File: src/rtl/keyed_count_table_assert.svh
// Assertion macros for the keyed count table RTL.
// No dependencies; empty bodies when SYNTHESIS is defined.
`ifndef KEYED_COUNT_TABLE_ASSERT_SVH
`define KEYED_COUNT_TABLE_ASSERT_SVH
`ifndef SYNTHESIS
`define KCT_ASSERT(label, clk, rst, prop, msg) \
   label: assert property (@(posedge clk) disable iff (rst) prop) else $error(msg);
`define KCT_ASSERT_NR(label, clk, prop, msg) \
   label: assert property (@(posedge clk) prop) else $error(msg);
`else
`define KCT_ASSERT(label, clk, rst, prop, msg)
`define KCT_ASSERT_NR(label, clk, prop, msg)
`endif
`endif

File: src/rtl/kct_pkg.sv
// Package for the keyed count table: field widths, entry and result types,
// sequencer states. No dependencies.
`default_nettype none

package kct_pkg;

   localparam int KEY_W               = 16;
   localparam int DELTA_W             = 16;
   localparam int COUNT_W             = 32;
   localparam int SLOT_W              = 4;
   localparam int OCC_W               = 5;
   localparam int DEFAULT_TABLE_DEPTH = 16;

   typedef logic [KEY_W-1:0]          key_type;
   typedef logic signed [DELTA_W-1:0] delta_type;
   typedef logic signed [COUNT_W-1:0] count_type;

   localparam count_type COUNT_MAX = {1'b0, {(COUNT_W-1){1'b1}}};
   localparam count_type COUNT_MIN = {1'b1, {(COUNT_W-1){1'b0}}};

   typedef struct packed {
      key_type   key;
      count_type count;
   } entry_type;

   typedef enum logic [2:0] {
      ST_IDLE,
      ST_READ,
      ST_CHECK,
      ST_SHIFT_RD,
      ST_SHIFT_WR,
      ST_DONE
   } state_type;

   typedef struct packed {
      logic              found;
      logic              removed;
      logic              rejected_full;
      logic [SLOT_W-1:0] slot;
      count_type         new_count;
      logic [OCC_W-1:0]  occupancy;
   } result_type;

   typedef struct packed {
      key_type   key_a;
      key_type   key_b;
      count_type count;
      delta_type delta;
   } alu_in_type;

   typedef struct packed {
      logic      key_match;
      count_type sum;
      logic      non_positive;
   } alu_out_type;

endpackage

`default_nettype wire

File: src/rtl/kct_req_if.sv
// Request channel: valid/ready handshake carrying key and delta.
// Depends on kct_pkg.
`default_nettype none

interface kct_req_if;
   logic                valid;
   logic                ready;
   kct_pkg::key_type    item_key;
   kct_pkg::delta_type  delta;

   modport source (output valid, item_key, delta, input ready);
   modport sink   (input valid, item_key, delta, output ready);
endinterface

`default_nettype wire

File: src/rtl/kct_rsp_if.sv
// Response channel: valid/ready handshake carrying the update result.
// Depends on kct_pkg.
`default_nettype none

interface kct_rsp_if;
   logic                            valid;
   logic                            ready;
   logic                            found;
   logic                            removed;
   logic                            rejected_full;
   logic [kct_pkg::SLOT_W-1:0]      slot;
   kct_pkg::count_type              new_count;
   logic [kct_pkg::OCC_W-1:0]       occupancy;

   modport source (output valid, found, removed, rejected_full, slot, new_count, occupancy,
                   input ready);
   modport sink   (input valid, found, removed, rejected_full, slot, new_count, occupancy,
                   output ready);
endinterface

`default_nettype wire

File: src/rtl/kct_alu.sv
// Shared compare and saturating add unit of the keyed count table.
// Depends on kct_pkg.
`default_nettype none

module kct_alu (
   input  kct_pkg::alu_in_type  alu_in,
   output kct_pkg::alu_out_type alu_out
);

   localparam int CW = kct_pkg::COUNT_W;
   localparam int DW = kct_pkg::DELTA_W;

   logic [CW:0] wide_a;
   logic [CW:0] wide_b;
   logic [CW:0] wide_sum;
   kct_pkg::count_type sat;

   always_comb begin
      wide_a   = {alu_in.count[CW-1], alu_in.count};
      wide_b   = {{(CW+1-DW){alu_in.delta[DW-1]}}, alu_in.delta};
      wide_sum = wide_a + wide_b;
      if (wide_sum[CW] != wide_sum[CW-1]) begin
         sat = wide_sum[CW] ? kct_pkg::COUNT_MIN : kct_pkg::COUNT_MAX;
      end else begin
         sat = wide_sum[CW-1:0];
      end
   end

   assign alu_out.key_match    = (alu_in.key_a == alu_in.key_b);
   assign alu_out.sum          = sat;
   assign alu_out.non_positive = sat[CW-1] || (sat == '0);

endmodule

`default_nettype wire

File: src/rtl/kct_store.sv
// Entry memory of the keyed count table: one write port, one registered read port.
// Depends on kct_pkg.
`default_nettype none

module kct_store #(
   parameter int TABLE_DEPTH = kct_pkg::DEFAULT_TABLE_DEPTH
) (
   input  logic                              clock,
   input  logic                              wr_en,
   input  logic [$clog2(TABLE_DEPTH)-1:0]    wr_addr,
   input  kct_pkg::entry_type                wr_data,
   input  logic                              rd_en,
   input  logic [$clog2(TABLE_DEPTH)-1:0]    rd_addr,
   output kct_pkg::entry_type                rd_data
);

   kct_pkg::entry_type mem_ff [TABLE_DEPTH];
   kct_pkg::entry_type rd_data_ff;

   always_ff @(posedge clock) begin
      if (wr_en) begin
         mem_ff[wr_addr] <= wr_data;
      end
   end

   always_ff @(posedge clock) begin
      if (rd_en) begin
         rd_data_ff <= mem_ff[rd_addr];
      end
   end

   assign rd_data = rd_data_ff;

endmodule

`default_nettype wire

File: src/rtl/kct_seq.sv
// Sequencer of the keyed count table: linear search, update, append (or reject when full) and
// shift-down on removal. Depends on kct_pkg and keyed_count_table_assert.svh.
`default_nettype none
`include "keyed_count_table_assert.svh"

module kct_seq #(
   parameter int TABLE_DEPTH = kct_pkg::DEFAULT_TABLE_DEPTH
) (
   input  logic                              clock,
   input  logic                              reset,
   input  logic                              req_valid,
   output logic                              req_ready,
   input  kct_pkg::key_type                  req_key,
   input  kct_pkg::delta_type                req_delta,
   input  logic                              out_free,
   output logic                              res_valid,
   output kct_pkg::result_type               res,
   output logic                              wr_en,
   output logic [$clog2(TABLE_DEPTH)-1:0]    wr_addr,
   output kct_pkg::entry_type                wr_data,
   output logic                              rd_en,
   output logic [$clog2(TABLE_DEPTH)-1:0]    rd_addr,
   input  kct_pkg::entry_type                rd_data,
   output kct_pkg::alu_in_type               alu_in,
   input  kct_pkg::alu_out_type              alu_out
);

   localparam int IDX_W = $clog2(TABLE_DEPTH);
   localparam int CNT_W = $clog2(TABLE_DEPTH + 1);
   localparam logic [CNT_W-1:0] DEPTH_CNT = CNT_W'(TABLE_DEPTH);

   kct_pkg::state_type state_ff, state_in;
   kct_pkg::key_type   key_ff, key_in;
   kct_pkg::delta_type delta_ff, delta_in;
   kct_pkg::count_type cnt_ff, cnt_in;
   logic [CNT_W-1:0]   idx_ff, idx_in;
   logic [CNT_W-1:0]   used_ff, used_in;
   logic [IDX_W-1:0]   slot_ff, slot_in;
   logic               found_ff, found_in;
   logic               removed_ff, removed_in;
   logic               rejected_ff, rejected_in;
   logic [CNT_W-1:0]   idx_dec;
   logic               at_end;

   assign idx_dec = idx_ff - 1'b1;
   assign at_end  = (idx_ff == used_ff);

   assign alu_in.key_a = key_ff;
   assign alu_in.key_b = rd_data.key;
   assign alu_in.delta = delta_ff;
   assign alu_in.count = (state_ff == kct_pkg::ST_CHECK) ? rd_data.count : '0;

   assign rd_addr = idx_ff[IDX_W-1:0];

   always_ff @(posedge clock) begin
      if (reset) begin
         state_ff <= kct_pkg::ST_IDLE;
         used_ff  <= '0;
      end else begin
         state_ff <= state_in;
         used_ff  <= used_in;
      end
   end

   always_ff @(posedge clock) begin
      key_ff      <= key_in;
      delta_ff    <= delta_in;
      cnt_ff      <= cnt_in;
      idx_ff      <= idx_in;
      slot_ff     <= slot_in;
      found_ff    <= found_in;
      removed_ff  <= removed_in;
      rejected_ff <= rejected_in;
   end

   // next state
   always_comb begin
      state_in = state_ff;
      unique case (state_ff)
         kct_pkg::ST_IDLE: begin
            if (req_valid) begin
               state_in = kct_pkg::ST_READ;
            end
         end
         kct_pkg::ST_READ: begin
            state_in = at_end ? kct_pkg::ST_DONE : kct_pkg::ST_CHECK;
         end
         kct_pkg::ST_CHECK: begin
            if (alu_out.key_match) begin
               state_in = alu_out.non_positive ? kct_pkg::ST_SHIFT_RD : kct_pkg::ST_DONE;
            end else begin
               state_in = kct_pkg::ST_READ;
            end
         end
         kct_pkg::ST_SHIFT_RD: begin
            state_in = at_end ? kct_pkg::ST_DONE : kct_pkg::ST_SHIFT_WR;
         end
         kct_pkg::ST_SHIFT_WR: begin
            state_in = kct_pkg::ST_SHIFT_RD;
         end
         kct_pkg::ST_DONE: begin
            if (out_free) begin
               state_in = kct_pkg::ST_IDLE;
            end
         end
         default: begin
            state_in = kct_pkg::ST_IDLE;
         end
      endcase
   end

   // datapath control
   always_comb begin
      key_in      = key_ff;
      delta_in    = delta_ff;
      cnt_in      = cnt_ff;
      idx_in      = idx_ff;
      used_in     = used_ff;
      slot_in     = slot_ff;
      found_in    = found_ff;
      removed_in  = removed_ff;
      rejected_in = rejected_ff;
      req_ready   = 1'b0;
      res_valid   = 1'b0;
      rd_en       = 1'b0;
      wr_en       = 1'b0;
      wr_addr     = idx_ff[IDX_W-1:0];
      wr_data     = '{key: key_ff, count: alu_out.sum};
      unique case (state_ff)
         kct_pkg::ST_IDLE: begin
            req_ready = 1'b1;
            if (req_valid) begin
               key_in      = req_key;
               delta_in    = req_delta;
               idx_in      = '0;
               cnt_in      = '0;
               slot_in     = '0;
               found_in    = 1'b0;
               removed_in  = 1'b0;
               rejected_in = 1'b0;
            end
         end
         kct_pkg::ST_READ: begin
            if (at_end) begin
               if (used_ff < DEPTH_CNT) begin
                  wr_en   = 1'b1;
                  slot_in = idx_ff[IDX_W-1:0];
                  cnt_in  = alu_out.sum;
                  used_in = used_ff + 1'b1;
               end else begin
                  rejected_in = 1'b1;
               end
            end else begin
               rd_en = 1'b1;
            end
         end
         kct_pkg::ST_CHECK: begin
            idx_in = idx_ff + 1'b1;
            if (alu_out.key_match) begin
               found_in = 1'b1;
               slot_in  = idx_ff[IDX_W-1:0];
               cnt_in   = alu_out.sum;
               if (alu_out.non_positive) begin
                  removed_in = 1'b1;
               end else begin
                  wr_en = 1'b1;
               end
            end
         end
         kct_pkg::ST_SHIFT_RD: begin
            if (at_end) begin
               used_in = used_ff - 1'b1;
            end else begin
               rd_en = 1'b1;
            end
         end
         kct_pkg::ST_SHIFT_WR: begin
            wr_en   = 1'b1;
            wr_addr = idx_dec[IDX_W-1:0];
            wr_data = rd_data;
            idx_in  = idx_ff + 1'b1;
         end
         kct_pkg::ST_DONE: begin
            res_valid = 1'b1;
         end
         default: begin
            res_valid = 1'b0;
         end
      endcase
   end

   assign res.found         = found_ff;
   assign res.removed       = removed_ff;
   assign res.rejected_full = rejected_ff;
   assign res.slot          = kct_pkg::SLOT_W'(slot_ff);
   assign res.new_count     = cnt_ff;
   assign res.occupancy     = kct_pkg::OCC_W'(used_ff);

   `KCT_ASSERT_NR(a_reset_clears, clock, reset |=> state_ff == kct_pkg::ST_IDLE && used_ff == '0, "reset did not clear sequencer")
   `KCT_ASSERT(a_accept_scan, clock, reset, req_valid && req_ready |=> state_ff == kct_pkg::ST_READ && idx_ff == '0, "search did not start at slot zero")
   `KCT_ASSERT(a_used_bound, clock, reset, used_ff <= DEPTH_CNT, "occupancy above table depth")
   `KCT_ASSERT(a_check_range, clock, reset, state_ff == kct_pkg::ST_CHECK |-> idx_ff < used_ff, "compare beyond occupied entries")
   `KCT_ASSERT(a_remove_shrinks, clock, reset, state_ff == kct_pkg::ST_SHIFT_RD && at_end |=> used_ff == $past(used_ff) - 1'b1, "removal did not shrink table")

endmodule

`default_nettype wire

File: src/rtl/keyed_count_table.sv
// Keyed count table: a packed table of key/count pairs searched one entry at
// a time. Each entry is read through the single read port of the entry memory
// and compared in the shared compare/add unit; a miss appends the key after the
// occupied entries unless the table is full. When the hit entry is removed, the
// later entries move down one slot. The store is not cleared; only occupied
// slots are read. One request is in flight at a time; the response register lets
// the next request in while a response waits. Depends on kct_pkg, kct_req_if,
// kct_rsp_if, kct_alu, kct_store and kct_seq.
`default_nettype none

module keyed_count_table #(
   parameter int TABLE_DEPTH = kct_pkg::DEFAULT_TABLE_DEPTH
) (
   input  logic         clock,
   input  logic         reset,
   kct_req_if.sink      req_chan,
   kct_rsp_if.source    rsp_chan
);

   localparam int IDX_W = $clog2(TABLE_DEPTH);

   logic                    out_free;
   logic                    res_valid;
   kct_pkg::result_type     res;
   logic                    wr_en;
   logic [IDX_W-1:0]        wr_addr;
   kct_pkg::entry_type      wr_data;
   logic                    rd_en;
   logic [IDX_W-1:0]        rd_addr;
   kct_pkg::entry_type      rd_data;
   kct_pkg::alu_in_type     alu_in;
   kct_pkg::alu_out_type    alu_out;
   logic                    rsp_valid_ff;
   kct_pkg::result_type     rsp_data_ff;

   kct_seq #(.TABLE_DEPTH(TABLE_DEPTH)) u_seq (
      .clock     (clock),
      .reset     (reset),
      .req_valid (req_chan.valid),
      .req_ready (req_chan.ready),
      .req_key   (req_chan.item_key),
      .req_delta (req_chan.delta),
      .out_free  (out_free),
      .res_valid (res_valid),
      .res       (res),
      .wr_en     (wr_en),
      .wr_addr   (wr_addr),
      .wr_data   (wr_data),
      .rd_en     (rd_en),
      .rd_addr   (rd_addr),
      .rd_data   (rd_data),
      .alu_in    (alu_in),
      .alu_out   (alu_out)
   );

   kct_store #(.TABLE_DEPTH(TABLE_DEPTH)) u_store (
      .clock   (clock),
      .wr_en   (wr_en),
      .wr_addr (wr_addr),
      .wr_data (wr_data),
      .rd_en   (rd_en),
      .rd_addr (rd_addr),
      .rd_data (rd_data)
   );

   kct_alu u_alu (
      .alu_in  (alu_in),
      .alu_out (alu_out)
   );

   assign out_free = !rsp_valid_ff || rsp_chan.ready;

   always_ff @(posedge clock) begin
      if (reset) begin
         rsp_valid_ff <= 1'b0;
      end else if (res_valid && out_free) begin
         rsp_valid_ff <= 1'b1;
      end else if (rsp_chan.ready) begin
         rsp_valid_ff <= 1'b0;
      end
   end

   always_ff @(posedge clock) begin
      if (res_valid && out_free) begin
         rsp_data_ff <= res;
      end
   end

   assign rsp_chan.valid         = rsp_valid_ff;
   assign rsp_chan.found         = rsp_data_ff.found;
   assign rsp_chan.removed       = rsp_data_ff.removed;
   assign rsp_chan.rejected_full = rsp_data_ff.rejected_full;
   assign rsp_chan.slot          = rsp_data_ff.slot;
   assign rsp_chan.new_count     = rsp_data_ff.new_count;
   assign rsp_chan.occupancy     = rsp_data_ff.occupancy;

endmodule

`default_nettype wire

File: src/flat_wrapper.sv
// flat-port wrapper written by rule: the top's interface ports become plain ports
module keyed_count_table_flat 
#(
   parameter int TABLE_DEPTH = kct_pkg::DEFAULT_TABLE_DEPTH
)
  (clock, reset, req_chan_valid, req_chan_item_key, req_chan_delta, req_chan_ready, rsp_chan_valid, rsp_chan_found, rsp_chan_removed, rsp_chan_rejected_full, rsp_chan_slot, rsp_chan_new_count, rsp_chan_occupancy, rsp_chan_ready);
  kct_req_if req_chan_i ();
  kct_rsp_if rsp_chan_i ();
  input  logic clock;
  input  logic reset;
  input wire logic [$bits(req_chan_i.valid)-1:0] req_chan_valid;
  input wire logic [$bits(req_chan_i.item_key)-1:0] req_chan_item_key;
  input wire logic [$bits(req_chan_i.delta)-1:0] req_chan_delta;
  output wire logic [$bits(req_chan_i.ready)-1:0] req_chan_ready;
  output wire logic [$bits(rsp_chan_i.valid)-1:0] rsp_chan_valid;
  output wire logic [$bits(rsp_chan_i.found)-1:0] rsp_chan_found;
  output wire logic [$bits(rsp_chan_i.removed)-1:0] rsp_chan_removed;
  output wire logic [$bits(rsp_chan_i.rejected_full)-1:0] rsp_chan_rejected_full;
  output wire logic [$bits(rsp_chan_i.slot)-1:0] rsp_chan_slot;
  output wire logic [$bits(rsp_chan_i.new_count)-1:0] rsp_chan_new_count;
  output wire logic [$bits(rsp_chan_i.occupancy)-1:0] rsp_chan_occupancy;
  input wire logic [$bits(rsp_chan_i.ready)-1:0] rsp_chan_ready;
  assign req_chan_i.valid = req_chan_valid;
  assign req_chan_i.item_key = req_chan_item_key;
  assign req_chan_i.delta = req_chan_delta;
  assign req_chan_ready = req_chan_i.ready;
  assign rsp_chan_valid = rsp_chan_i.valid;
  assign rsp_chan_found = rsp_chan_i.found;
  assign rsp_chan_removed = rsp_chan_i.removed;
  assign rsp_chan_rejected_full = rsp_chan_i.rejected_full;
  assign rsp_chan_slot = rsp_chan_i.slot;
  assign rsp_chan_new_count = rsp_chan_i.new_count;
  assign rsp_chan_occupancy = rsp_chan_i.occupancy;
  assign rsp_chan_i.ready = rsp_chan_ready;
  keyed_count_table #(.TABLE_DEPTH(TABLE_DEPTH)) u_core (.clock(clock), .reset(reset), .req_chan(req_chan_i), .rsp_chan(rsp_chan_i));
endmodule
File: config.mk
export PLATFORM = sky130hd
export DESIGN_NAME = keyed_count_table_flat
export DESIGN_NICKNAME = d
export VERILOG_FILES = /design/src/rtl/kct_pkg.sv /design/src/rtl/kct_req_if.sv /design/src/rtl/kct_rsp_if.sv /design/src/rtl/kct_alu.sv /design/src/rtl/kct_store.sv /design/src/rtl/kct_seq.sv /design/src/rtl/keyed_count_table.sv /design/src/flat_wrapper.sv
export VERILOG_INCLUDE_DIRS = /design/src /design/src/rtl
export SDC_FILE = /design/constraint.sdc
export NUM_CORES = 1
export LEC_CHECK = 0
export BUFFER_PORTS_ARGS = -buffer_cell sky130_fd_sc_hd__buf_2
export CAP_MARGIN = 5
export CELL_PAD_IN_SITES_DETAIL_PLACEMENT = 1
export CELL_PAD_IN_SITES_GLOBAL_PLACEMENT = 1
export CORE_ASPECT_RATIO = 1.2
export CORE_MARGIN = 2
export CORE_UTILIZATION = 23
export DETAILED_ROUTE_END_ITERATION = 12
export PLACE_DENSITY = 0.51
export SLEW_MARGIN = 20
export SYNTH_ARGS = -nofsm -noshare
export SYNTH_HDL_FRONTEND = slang
export SYNTH_SLANG_ARGS = --single-unit
File: constraint.sdc
create_clock -name clock -period 15.2 [get_ports clock]
set_clock_uncertainty 0.2 [all_clocks]
set_input_delay 3.04 -clock clock [delete_from_list [all_inputs] [get_ports clock]]
set_output_delay 3.04 -clock clock [all_outputs]
set_load 0.1 [all_outputs]
==> run_results.csv <==
group,metric,value,unit
layout,instances_no_fill,4324,
yosys,post-synth-top-count-cell,"edfxtp_1",
floorplanning,top_level_port_count,82,
layout,postLayoutCellArea,44500,sq um
critical_path,cp_num_buf_inv,4,
global_routing,grt_pass1_vias,20910,
global_routing,grt_start_max_net_pins,144,
clock_network,tritoncts.num_buffers,93,
place,place_hpwl,60280,um
power_and_ir_drop,p_sw_share,25.45,%
critical_path,worst_path_largest_cell_delay,0.95,ns
yosys,number_of_enable_type_register_cells_in_the_synthesized_netlist,936,
floorplanning,starting_density_of_the_core,23.20,%
route,post_drt_wl_per_cell,23.34,um
power_and_ir_drop,net_switching_component_of_the_power,0.001571,W
worst_hold_path,hold_path_class,"register to register",
yosys,synth_cells,1976,
timing,timing_worst_slew_pin_value,1.126,ns
place,postPlaceCellArea,41440,sq um
clock_network,clock-root-buffer,"clkbuf_16",
timing,timing.final.crit_share,57.93,%
yosys,yosysTopAreaCellShare,73.52,%
yosys,synth-main-ff-cell,"edfxtp_1",
yosys,syn_avg_cell_area,19.35,sq um
route,drc_marker_count_from_the_first_detailed_route_iteration,1340,
route,avgViaCountPerCell,4.434,
timing,setup_viol,0,
clock_network,tritoncts,"done",
yosys,yosysTopAreaCell,"edfxtp_1",
clock_network,number_of_levels_the_h_tree_was_split_into,3,
yosys,netlist_top_cells_area,"edfxtp_1 74%, mux4_2 14%, nor2_1 1.3%",
floorplanning,core_area,164800,sq um
power_and_ir_drop,max-vdd-ir-drop,0.0001003,V
power_and_ir_drop,p_int,0.004601,W
clock_network,worst_skew_pair.late_latency,0.70,ns
layout,num-nets-final,2178,
floorplanning,fp-row-count,163,
floorplanning,die_area,169500,sq um
floorplanning,die-height,450.6,um
global_routing,grt_overflow_total,0,
yosys,postSynth.asyncResetShare,0,%
critical_path,slowest_stage,"o31ai_4",
global_routing,gr-usage-all-layers,11.83,%
floorplanning,die_width,376.2,um
layout,area_grow_syn2layout,16.41,%
timing,timing.slew.headroom,24.94,%
timing,fin_tns_setup,0,ns
yosys,yosysUniqueCellTypes,68,
critical_path,crit_fanout,39,
yosys,syn_area,38230,sq um
critical_path,start_kind,"register",
critical_path,critical_path.cell_chain,"inv_1 > nor3_2 > buf_4 > and2_1 > ha_1 > a21oi_1 > a21oi_1 > o211a_1 > o21a_1 > or2_1 > a311oi_1 > nor2b_1 > o21ai_0 > nand2b_1 > xor2_1 > ha_1 > clkinv_1 > o21a_1 > or4b_1 > nor4_2 > o2111ai_2 > o31ai_4 > nor3_2 > buf_4",
yosys,sequential_fraction_of_the_synthesis_area,74.00,%
timing,layout_min_cycle_time,8.805,ns
clock_network,path_clk_slew,0.06,ns
critical_path,end_kind,"register",
power_and_ir_drop,p_leak,13.90,nW
timing,drv_slew,0,
timing,fmaxAchievable,113.6,MHz
power_and_ir_drop,p_seq_share,51.0,%
timing,grt_setup_unrepaired,"false",
clock_network,cts_buffer_depth,3,
clock_network,count_of_hold_fix_buffers_inserted_at_cts,0,
route,route.antenna.remaining_nets,0,
yosys,synth.net_count,2053,
critical_path,dominant_delay_contributor_by_cell_family_on_the_critical_path,"compound AO/OA/AOI/OAI gates",
yosys,postSynthRegisterBits,945,
job,drv.max_cap_violation_count,0,
yosys,synth.cells.most_frequent,"936 x edfxtp_1, 240 x mux4_2, 137 x nor2_1, 97 x nand2_1, 77 x a21oi_1",
layout,fill_cells,17100,
place,place.port_buffers,81,
clock_network,post_cts_resize_count,0,
run_status,outcome,"finished, final reports clean",
route,detailroute.via_count,19170,
power_and_ir_drop,clock_power_share,36.6,%
layout,layout-drive-gt1-share,25.82,%
route,dr.pass1.iters,5,
clock_network,post-cts-setup-buffer-count,0,
route,routed_wl,100900,um
layout,final_design_utilization,27.00,%
place,place_inst,4151,
route,post-route-drc-count,0,
power_and_ir_drop,pwr-share-comb,12.4,%
yosys,ys.warnings.count,0,
power_and_ir_drop,power.density_cell_area,138.7,nW/um^2
critical_path,path_class,"register to register",
global_routing,grt_pass1_wl,147800,um
clock_network,cts_sinks,945,
global_routing,grt_antenna_before_repair,2,
critical_path,endpoint_arrival_time_on_the_critical_path,8.91,ns
place,globalplace.congestion,0.8091,
timing,hold_viol_final,0,
critical_path,required,15.30,ns
==> layer usage <==
metal  global-route usage, %  wire length [um]  up-vias  part of all wire (%)
li1                        -                 -     8275                     -
met1                   14.64             42200    10370                    42
met2                   21.36             52900      403                    52
met3                   1.461              3451      131                   3.4
met4                   3.575              2382        0                   2.4
met5                       0                 0        -                     0
==> final timing paths <==
check	startpoint	endpoint	slack, ns	depth (start not counted)
hold reg to reg	u_core.u_seq.cnt_ff[10]	u_core.rsp_chan.new_count[10]	0.22	0
setup reg to reg	u_core.u_seq.state_ff[1]	u_core.u_store.mem_ff[13][11]	6.40	24
setup / recovery	u_core.u_seq.state_ff[1]	u_core.u_store.mem_ff[13][11]	6.40	24
hold / removal	u_core.u_seq.cnt_ff[10]	u_core.rsp_chan.new_count[10]	0.22	0
==> power by group through the flow <==
stage	Clock, W	Sequential [W]	Combinational, W
2_1_floorplan	0	0.00319	0.000469
3_3_place_gp	0	0.00320	0.000745
3_5_place_dp	0	0.00320	0.000772
4_1_cts	0.00233	0.00315	0.000775
5_1_grt	0.00241	0.00315	0.000836
6_report	0.00226	0.00315	0.000768
==> through the flow <==
step	power, W	setup WS (ns)	hold WS, ns
floorplan	0.003655	4.623	0.2003
global placement	0.003949	6.656	0.2092
detailed placement	0.003977	6.382	0.2062
CTS	0.006253	6.342	0.2175
global route	0.006401	5.920	0.2276
finish	0.006172	6.395	0.2199
==> logic make-up after synthesis <==
family                   after synthesis  share of synthesized area [%]
AND/OR/NAND/NOR                      370                          4.500
adder cells (fa/ha/maj)               41                          1.381
XOR/XNOR                              51                          1.168
AO/OA/AOI/OAI                        199                          3.312
buffers and inverters                124                          1.342
flip-flops                           945                          74.00
multiplexers                         246                          14.30
==> layout by cell type, fill, tap and decap left out, types with 4 or more instances in the layout <==
| cell | n |
|---|---|
| ha_1 | 39 |
| edfxtp_1 | 936 |
| a211oi_1 | 7 |
| nor2_1 | 135 |
| nand2b_1 | 8 |
| and2_1 | 34 |
| buf_2 | 81 |
| o31a_1 | 4 |
| o21ai_0 | 28 |
| dfxtp_1 | 9 |
| a31oi_1 | 11 |
| a21oi_2 | 21 |
| mux2i_1 | 5 |
| a21o_1 | 15 |
| a21oi_1 | 57 |
| clkinvlp_4 | 6 |
| clkbuf_16 | 94 |
| clkinv_1 | 20 |
| nor2b_1 | 9 |
| nand3_1 | 9 |
| nor3_1 | 17 |
| mux4_2 | 240 |
| clkbuf_1 | 20 |
| nor3_2 | 18 |
| xnor2_1 | 35 |
| buf_4 | 48 |
| nand4_1 | 16 |
| o21bai_1 | 5 |
| xor2_1 | 16 |
| inv_1 | 20 |
| o31ai_1 | 4 |
| o211ai_1 | 6 |
| clkinv_2 | 17 |
| o21a_1 | 11 |
| nand2_1 | 96 |
| bufinv_16 | 6 |
==> area by class of cell <==
class	instances	area, sq um	share of cell area, %
Clock buffer	114	2427	5.455
Tap cell	2145	2684	6.031
Inverter	21	78.83	0.1771
Sequential cell	945	28290	63.57
Multi-Input combinational cell	907	9646	21.68
Clock inverter	57	544.3	1.223
Timing Repair Buffer	133	828.3	1.861
Antenna cell	2	5.005	0.01125
==> flip-flops by register name, summed over array words and instances, names as in the netlist <==
| name | count |
|---|---|
| u_core.u_seq.key_ff | 16 |
| u_core.u_seq.state_ff | 3 |
| u_core.u_seq.delta_ff | 16 |
| u_core.u_seq.removed_ff | 1 |
| u_core.u_store.mem_ff | 768 |
| u_core.rsp_chan.occupancy | 5 |
| u_core.u_seq.found_ff | 1 |
| u_core.rsp_chan.valid | 1 |
| u_core.u_seq.slot_ff | 4 |
| u_core.rsp_chan.rejected_full | 1 |
| u_core.u_seq.idx_ff | 5 |
| u_core.rsp_chan.removed | 1 |
| u_core.rsp_chan.new_count | 32 |
| u_core.u_seq.rejected_ff | 1 |
| u_core.rsp_chan.found | 1 |
| u_core.u_seq.cnt_ff | 32 |
| u_core.u_store.rd_data | 48 |
| u_core.u_seq.used_ff | 5 |
| u_core.rsp_chan.slot | 4 |
==> worst register-to-register path, stage by stage (launching register included) <==
cell	delay [ns]
dfxtp_1	0.50
inv_1	0.20
nor3_2	0.19
buf_4	0.37
and2_1	0.20
ha_1	0.31
a21oi_1	0.31
a21oi_1	0.20
o211a_1	0.27
o21a_1	0.24
or2_1	0.29
a311oi_1	0.46
nor2b_1	0.09
o21ai_0	0.17
nand2b_1	0.13
xor2_1	0.16
ha_1	0.52
clkinv_1	0.41
o21a_1	0.23
or4b_1	0.56
nor4_2	0.30
o2111ai_2	0.28
o31ai_4	0.95
nor3_2	0.36
buf_4	0.49
Power figures use the tool's default switching activity.
